File: src/rtl/etc1pis_pkg.sv
// Shared types, widths, stream field offsets and decode tables for the ETC1 pixel index selector.
// No dependencies; imported by the top level and by its port checker.
package etc1pis_pkg;

    // Field widths
    localparam int HDR_W     = 32;
    localparam int POS_W     = 2;
    localparam int CH_W      = 8;
    localparam int IDX_W     = 32;
    localparam int ERR_W     = 22;
    localparam int SQ_W      = 16;  // square of a byte difference
    localparam int SUM_W     = 18;  // sum of three squares
    localparam int NUM_K     = 4;   // modifier entries per table row
    localparam int NUM_CH    = 3;

    // Stream packing: slave tdata = header, x, y, red, green, blue (lowest first)
    localparam int S_TDATA_W = 64;
    localparam int S_X_LSB   = 32;
    localparam int S_Y_LSB   = 34;
    localparam int S_R_LSB   = 36;
    localparam int S_G_LSB   = 44;
    localparam int S_B_LSB   = 52;

    // Master tdata = index_bits, total_error (lowest first)
    localparam int M_TDATA_W = 56;
    localparam int M_ERR_LSB = 32;

    // Header bit positions
    localparam int HDR_FLIP    = 24;
    localparam int HDR_DIFF    = 25;
    localparam int HDR_ROW2_LSB = 26;
    localparam int HDR_ROW1_LSB = 29;

    // Index bit 1 sits this far above index bit 0
    localparam int IDX_HI_OFS = 16;

    typedef logic signed [9:0]  t_base;   // decoded base channel, may leave 0..255
    typedef logic signed [8:0]  t_mod;    // modifier value
    typedef logic signed [10:0] t_sum;    // base plus modifier, before clamping

    // Modifier magnitudes per table row: small, large
    localparam logic [7:0] MOD_MAG [8][2] = '{
        '{8'd2,  8'd8},
        '{8'd5,  8'd17},
        '{8'd9,  8'd29},
        '{8'd13, 8'd42},
        '{8'd18, 8'd60},
        '{8'd24, 8'd80},
        '{8'd33, 8'd106},
        '{8'd47, 8'd183}
    };

    // Entries 0,1 positive small/large; entries 2,3 the same negated
    function automatic t_mod modifier(input logic [2:0] row, input logic [1:0] k);
        logic [8:0] mag;
        mag = {1'b0, MOD_MAG[row][k[0]]};
        return k[1] ? t_mod'(-$signed(mag)) : t_mod'($signed(mag));
    endfunction

    // Differential delta times eight: the 3-bit two's complement field shifted up
    function automatic logic signed [5:0] delta_x8(input logic [2:0] d);
        return $signed({d, 3'b000});
    endfunction

    // Base channel of one header byte for subblock sub (0 = first, 1 = second)
    function automatic t_base base_channel(input logic [7:0] b, input logic diff,
                                           input logic sub);
        logic [3:0] nib;
        t_base      v;
        nib = sub ? b[3:0] : b[7:4];
        v   = $signed({2'b00, b[7:3], 3'b000});
        if (sub)
            v = v + t_base'(delta_x8(b[2:0]));
        if (!diff)
            return $signed({2'b00, nib, nib});
        // replicate bits 7..5 (two's complement, no range check) into 2..0
        return v + $signed({7'b0, v[7:5]});
    endfunction

endpackage

File: src/rtl/etc1_pixel_index_selector_top.sv
// ETC1 pixel index selector: per-pixel modifier search and block index/error accumulation.
// Depends on etc1pis_pkg for widths, stream offsets and the decode tables.
//
// Usage:
//   Slave stream: one pixel per transfer. tdata carries (lowest bit first) the
//   32-bit block header, pixel x (2), pixel y (2), red, green, blue (8 each);
//   tlast marks the last pixel of a block.
//   Master stream: one transfer per block, tdata = index word (32) then total
//   squared error (22).
//   Pipeline: input register, squared-error register, result register. A pixel
//   is accepted every cycle while not stalled; a block's last pixel passes the input
//   and squared-error registers, then m_axis_tvalid rises as it loads the result.
//   The index and error accumulators are updated as a pixel leaves the second
//   stage and clear when a block result is loaded.
//   Stall: a held result blocks only a further last pixel in the second stage;
//   ready drops only while that last pixel waits and the input register is full.
//   Reset (i_rst_n low, synchronous) empties the pipeline and clears both
//   accumulators.
module etc1_pixel_index_selector_top
    import etc1pis_pkg::*;
(
    input  logic                 i_clk,
    input  logic                 i_rst_n,
    input  logic                 s_axis_tvalid,
    output logic                 s_axis_tready,
    // header_word[31:0], pixel_x[33:32], pixel_y[35:34], pixel_red[43:36],
    // pixel_green[51:44], pixel_blue[59:52], zero fill[63:60]
    input  logic [S_TDATA_W-1:0] s_axis_tdata,
    input  logic                 s_axis_tlast,   // last_pixel
    output logic                 m_axis_tvalid,
    input  logic                 m_axis_tready,
    // index_bits[31:0], total_error[53:32], zero fill[55:54]
    output logic [M_TDATA_W-1:0] m_axis_tdata
);

    // Stage 1: input register
    logic                r_s1_valid;
    logic                r_s1_last;
    logic [HDR_W-1:0]    r_s1_hdr;
    logic [POS_W-1:0]    r_s1_x;
    logic [POS_W-1:0]    r_s1_y;
    logic [CH_W-1:0]     r_s1_px [NUM_CH];

    // Stage 2: squared channel errors
    logic                r_s2_valid;
    logic                r_s2_last;
    logic [2*POS_W-1:0]  r_s2_pos;
    logic [SQ_W-1:0]     r_s2_sq [NUM_K][NUM_CH];
    logic [SQ_W-1:0]     n_s2_sq [NUM_K][NUM_CH];

    // Accumulators and result register
    logic [IDX_W-1:0]    r_idx_acc;
    logic [ERR_W-1:0]    r_err_acc;
    logic [IDX_W-1:0]    n_idx_acc;
    logic [ERR_W-1:0]    n_err_acc;
    logic                r_out_valid;
    logic [IDX_W-1:0]    r_out_idx;
    logic [ERR_W-1:0]    r_out_err;

    logic                move_s2;
    logic                s2_free;
    logic                move_s1;
    logic                s_xfer;

    // Flow control
    always_comb begin
        move_s2       = r_s2_valid && !(r_s2_last && r_out_valid && !m_axis_tready);
        s2_free       = !r_s2_valid || move_s2;
        move_s1       = r_s1_valid && s2_free;
        s_axis_tready = !r_s1_valid || move_s1;
        s_xfer        = s_axis_tvalid && s_axis_tready;
    end

    // Stage 1 register
    always_ff @(posedge i_clk) begin
        if (!i_rst_n) begin
            r_s1_valid <= 1'b0;
        end else if (s_xfer) begin
            r_s1_valid <= 1'b1;
        end else if (move_s1) begin
            r_s1_valid <= 1'b0;
        end
        if (s_xfer) begin
            r_s1_last  <= s_axis_tlast;
            r_s1_hdr   <= s_axis_tdata[HDR_W-1:0];
            r_s1_x     <= s_axis_tdata[S_X_LSB +: POS_W];
            r_s1_y     <= s_axis_tdata[S_Y_LSB +: POS_W];
            r_s1_px[0] <= s_axis_tdata[S_R_LSB +: CH_W];
            r_s1_px[1] <= s_axis_tdata[S_G_LSB +: CH_W];
            r_s1_px[2] <= s_axis_tdata[S_B_LSB +: CH_W];
        end
    end

    // Header decode, candidate colors, clamp and squared differences
    always_comb begin
        logic               flip;
        logic               diff;
        logic               sub;
        logic [2:0]         row;
        t_base              base [NUM_CH];
        t_sum               cand;
        logic [CH_W-1:0]    clamped;
        logic signed [8:0]  d;
        logic [CH_W-1:0]    mag;
        flip = r_s1_hdr[HDR_FLIP];
        diff = r_s1_hdr[HDR_DIFF];
        sub  = flip ? r_s1_y[1] : r_s1_x[1];
        row  = sub ? r_s1_hdr[HDR_ROW2_LSB +: 3] : r_s1_hdr[HDR_ROW1_LSB +: 3];
        for (int c = 0; c < NUM_CH; c++) begin
            base[c] = base_channel(r_s1_hdr[8*c +: 8], diff, sub);
        end
        for (int k = 0; k < NUM_K; k++) begin
            for (int c = 0; c < NUM_CH; c++) begin
                cand = t_sum'(base[c]) + t_sum'(modifier(row, 2'(k)));
                if (cand < 0)
                    clamped = '0;
                else if (cand > 11'sd255)
                    clamped = '1;
                else
                    clamped = cand[CH_W-1:0];
                d   = $signed({1'b0, clamped}) - $signed({1'b0, r_s1_px[c]});
                mag = d[8] ? CH_W'(-d) : d[CH_W-1:0];
                n_s2_sq[k][c] = SQ_W'(mag) * SQ_W'(mag);
            end
        end
    end

    // Stage 2 register
    always_ff @(posedge i_clk) begin
        if (!i_rst_n) begin
            r_s2_valid <= 1'b0;
        end else if (move_s1) begin
            r_s2_valid <= 1'b1;
        end else if (move_s2) begin
            r_s2_valid <= 1'b0;
        end
        if (move_s1) begin
            r_s2_last <= r_s1_last;
            r_s2_pos  <= {r_s1_x, r_s1_y};   // dy + 4*dx
            r_s2_sq   <= n_s2_sq;
        end
    end

    // Error sums, best index (lowest wins ties), index placement
    always_comb begin
        logic [SUM_W-1:0] e [NUM_K];
        logic             pick_lo;
        logic             pick_hi;
        logic [SUM_W-1:0] e_lo;
        logic [SUM_W-1:0] e_hi;
        logic [1:0]       best;
        logic [SUM_W-1:0] best_e;
        for (int k = 0; k < NUM_K; k++) begin
            e[k] = SUM_W'(r_s2_sq[k][0]) + SUM_W'(r_s2_sq[k][1]) + SUM_W'(r_s2_sq[k][2]);
        end
        pick_lo = e[1] < e[0];
        pick_hi = e[3] < e[2];
        e_lo    = pick_lo ? e[1] : e[0];
        e_hi    = pick_hi ? e[3] : e[2];
        if (e_hi < e_lo) begin
            best   = {1'b1, pick_hi};
            best_e = e_hi;
        end else begin
            best   = {1'b0, pick_lo};
            best_e = e_lo;
        end
        n_idx_acc = r_idx_acc
                  | (IDX_W'(best[0]) << r_s2_pos)
                  | (IDX_W'(best[1]) << (5'(r_s2_pos) + 5'(IDX_HI_OFS)));
        n_err_acc = r_err_acc + ERR_W'(best_e);
    end

    // Accumulators
    always_ff @(posedge i_clk) begin
        if (!i_rst_n) begin
            r_idx_acc <= '0;
            r_err_acc <= '0;
        end else if (move_s2) begin
            if (r_s2_last) begin
                r_idx_acc <= '0;
                r_err_acc <= '0;
            end else begin
                r_idx_acc <= n_idx_acc;
                r_err_acc <= n_err_acc;
            end
        end
    end

    // Result register
    always_ff @(posedge i_clk) begin
        if (!i_rst_n) begin
            r_out_valid <= 1'b0;
        end else if (move_s2 && r_s2_last) begin
            r_out_valid <= 1'b1;
        end else if (m_axis_tready) begin
            r_out_valid <= 1'b0;
        end
        if (move_s2 && r_s2_last) begin
            r_out_idx <= n_idx_acc;
            r_out_err <= n_err_acc;
        end
    end

    assign m_axis_tvalid = r_out_valid;
    assign m_axis_tdata  = {(M_TDATA_W-IDX_W-ERR_W)'(0), r_out_err, r_out_idx};

endmodule

File: config.mk
export PLATFORM = sky130hd
export DESIGN_NAME = etc1_pixel_index_selector_top
export DESIGN_NICKNAME = d
export VERILOG_FILES = /design/src/rtl/etc1pis_pkg.sv /design/src/rtl/etc1_pixel_index_selector_top.sv
export SDC_FILE = /design/constraint.sdc
export NUM_CORES = 2
export LEC_CHECK = 0
export BUFFER_PORTS_ARGS = -buffer_cell sky130_fd_sc_hd__buf_2
export CORE_MARGIN = 5
export CORE_UTILIZATION = 70
export DETAILED_ROUTE_END_ITERATION = 8
export HOLD_SLACK_MARGIN = 0.12
export PLACE_DENSITY = 0.88
export SLEW_MARGIN = 0
export SYNTH_ARGS = -nofsm -noshare
export SYNTH_HDL_FRONTEND = slang
export SYNTH_SLANG_ARGS = --single-unit
export TNS_END_PERCENT = 20
File: constraint.sdc
create_clock -name i_clk -period 22.3 [get_ports i_clk]
set_input_delay 6.69 -clock i_clk [delete_from_list [all_inputs] [get_ports i_clk]]
set_output_delay 6.69 -clock i_clk [all_outputs]
set_load 0.1 [all_outputs]
==> key figures <==
Global route
  • Overflow after GRT: 0
  • GRT Util Overall: 0.313
  • Number of global-route vias before repair: 38.0k
  • GR Util met2: 0.525
  • GR Util met3: 0.0485
  • Most used routing layer: met2
  • Pin count of the biggest net entering global routing: about 180
  • GRT met1 Usage: 0.396
  • First-pass GRT wire length: between 150000 and 200000 microns
  • Antenna violations before repair: 2

Synth
  • Synth cell types: 78
  • Syn Inst Count: slightly above 5k
  • Post-synth top area share: 0.188
  • Leading area contributor after synthesis: edfxtp_1
  • Top_reg_cell synth: edfxtp_1
  • Post-synth ARST share: 0
  • Ys Warns: 0
  • Post-synthesis instance area: roughly 48000 sq um
  • Commonest cells post-synth: inv_1, ha_1, nor2_1, fa_1, xnor2_1
  • Post-synthesis sequential area ratio: 0.212
  • Count leader, synth: inv_1
  • Synthesized flop and latch total: about 360
  • Top post-synthesis cells by area: edfxtp_1, ha_1, fa_1, xnor2_1, inv_1
  • Post-synth EDFFs: 300
  • Avg Cell Area, Syn: around 9 sq um

Routing
  • Final ANT Viol Nets: 0
  • Initial DRC Count: 2743
  • Vias: between 30k and 40k
  • Drt via density: ~6.1
  • Drt pass-1 iters: 7
  • Residual DRC: 0
  • Total Wirelength: 116000 microns
  • WL/cell: approximately 19 microns

Timing
  • Final setup skew: ~42 ps
  • Fin. Hold Viols: 0
  • RSZ-0062 raised after global routing: no
  • Final worst path period need: between 10000 and 15000 ps
  • Max Fclk: just under 70 MHz
  • PnR worst setup slack: 7930 ps
  • Relative slew slack: 0.244
  • Setup TNS: 0 ps
  • Final setup vio count: 0
  • Slew Limit Fails: 0
  • Period utilisation layout: 0.644
  • Worst Tran Pin Value: 1130 ps

Hold path
  • Min-delay worst type: flop to flop

Outcome
  • Status: completed

Setup path
  • R2R cell count: 43
  • Crit-path max FO: 4
  • Worst endpoint required time: 15610 ps
  • Setup crit end kind: output port
  • RR Endpoint: r_s2_sq[15]$_DFFE_PP_
  • Setup crit end: s_axis_tready
  • CP Class: input pin to output port
  • Worst Path Arrival: between 7000 and 8000 ps
  • Startpoint Class: input pin
  • Worst Setup SP: m_axis_tready
  • RR Startpoint: r_s1_y[1]$_DFFE_PP_
  • R2R Setup Slk: ~9000 ps

Final layout
  • Layout cells sized above 1: 0.0554
  • # diodes: 0
  • Fillers: roughly 4.6k
  • P&R area growth vs syn: 6.29%
  • Layout Nets: ~6.5k
  • Final Core Density: 0.747

Die
  • Core footprint: 68200 sq um
  • Initial Util: 0.703
  • IO Pins: 127
  • Height of the die: about 270 microns
  • Die W: ~270 microns
  • Die area: approximately 74000 sq um
  • Number of core rows: 96

CTS
  • CTS Buf Count: 39
  • Worst-Skew Late Latency: roughly 620 ps
  • Htree depth: 2
  • Clock sinks: about 360
  • Cts repair resizes: 0
  • Clock Path Buffers: 3
  • CTS tree: built
  • Worst-path clk slew: approximately 60 ps
  • Setup repair bufs after CTS: 0
  • Clock root cell: clkbuf_16
  • Hold buffers post-CTS: 0

Placed design
  • Dpl ws: around 8000 ps
  • Port bufs: 120
  • GPL Wtd Cong: 0.987
  • HPWL after DPL: between 90000 and 100000 microns

Job
  • Max Cap Viol: 0
flip-flops by register name, summed over array words and instances, names as in the netlist:
signal,cells
r_s2_valid,1
r_s2_last,1
m_axis_tvalid,1
r_s2_sq,180
r_out_idx,32
r_err_acc,22
r_s2_pos,4
r_s1_last,1
r_s1_x,2
r_idx_acc,32
r_s1_px,24
r_s1_valid,1
r_out_err,22
r_s1_y,2
r_s1_hdr,32
kinds of logic (layout without fill, tap and decap cells):
kind of cell / after synthesis / after routing / synth area share
AO/OA/AOI/OAI: 1063 / 1063 / 0.148
XOR/XNOR: 476 / 476 / 0.0870
flip-flops: 357 / 357 / 0.212
AND/OR/NAND/NOR: 1329 / 1329 / 0.130
adder cells (fa/ha/maj): 1094 / 1094 / 0.346
buffers and inverters: 820 / 962 / 0.0646
multiplexers: 57 / 57 / 0.0124
other: 2 / 19 / 0.000157
placed cells by master (no fill, tap or decap), types with 18 or more instances in the layout:
cell       netlist  routed
or2_2           65      65
a21o_1         151     151
inv_1          752     751
dfxtp_1         57      57
buf_2            5     120
or3_1           34      34
nor3_1         112     112
a31oi_1         46      46
xor2_1         149     149
nand2b_1        64      64
o21bai_1        67      67
nor2_1         557     556
fa_1           388     388
ha_1           706     706
conb_1           2      19
o21a_1         119     119
a32o_1          18      18
mux2i_1         46      44
nand3_1         71      71
xnor2_1        327     327
clkbuf_16        0      41
o2111ai_1       27      27
nor2b_1         97      96
and3_1          23      23
nand2_1        209     209
and2_1          39      38
o21ai_0        161     161
edfxtp_1       300     300
a21oi_1        279     279
worst min path at each step:
| stage | start | to | slack (ps) | cells past startpoint |
|---|---|---|---|---|
| 2_1_floorplan | r_s1_last$_DFFE_PP_ | r_s2_last$_DFFE_PP_ | 400 | 0 |
| 5_1_grt | r_s1_last$_DFFE_PP_ | r_s2_last$_DFFE_PP_ | 430 | 0 |
| 3_3_place_gp | r_s1_last$_DFFE_PP_ | r_s2_last$_DFFE_PP_ | 420 | 0 |
| 4_1_cts | r_s1_last$_DFFE_PP_ | r_s2_last$_DFFE_PP_ | 430 | 0 |
| 3_5_place_dp | r_s1_last$_DFFE_PP_ | r_s2_last$_DFFE_PP_ | 410 | 0 |
| 6_report | r_s1_last$_DFFE_PP_ | r_s2_last$_DFFE_PP_ | 430 | 0 |
final cells by class:
| cell class | instances | area [sq um] | share of cell area |
|---|---|---|---|
| Clock buffer | 49 | 1090 | 0.0213 |
| Clock inverter | 22 | 263 | 0.00516 |
| Inverter | 755 | 2830 | 0.0556 |
| Multi-Input combinational cell | 4038 | 34800 | 0.683 |
| Sequential cell | 357 | 10100 | 0.199 |
| Tap cell | 882 | 1100 | 0.0217 |
| Timing Repair Buffer | 136 | 733 | 0.0144 |
worst max-delay path, stage by stage:
cell     delay, ps
buf_2           90
nor2b_1        190
and3_1         300
nand2_1        100
buf_2          300
metal layers:
metal	part of all wire	vias to the layer above
met2	0.47	1424
li1	-	17989
met3	0.077	325
met1	0.40	18018
met4	0.060	4
met5	0.00027	-
per-stage QoR:
stage / area [sq um] / cells / hold slack (ps)
global placement: 49600 / 6168 / 420
floorplan: 48000 / 5215 / 400
detailed placement: 49600 / 6168 / 414
CTS: 51000 / 6239 / 435
global route: 51000 / 6239 / 431
finish: 51000 / 6239 / 430
Power is not shown: default switching activity piles up to over one toggle a cycle in this logic, so the estimate is an artifact.
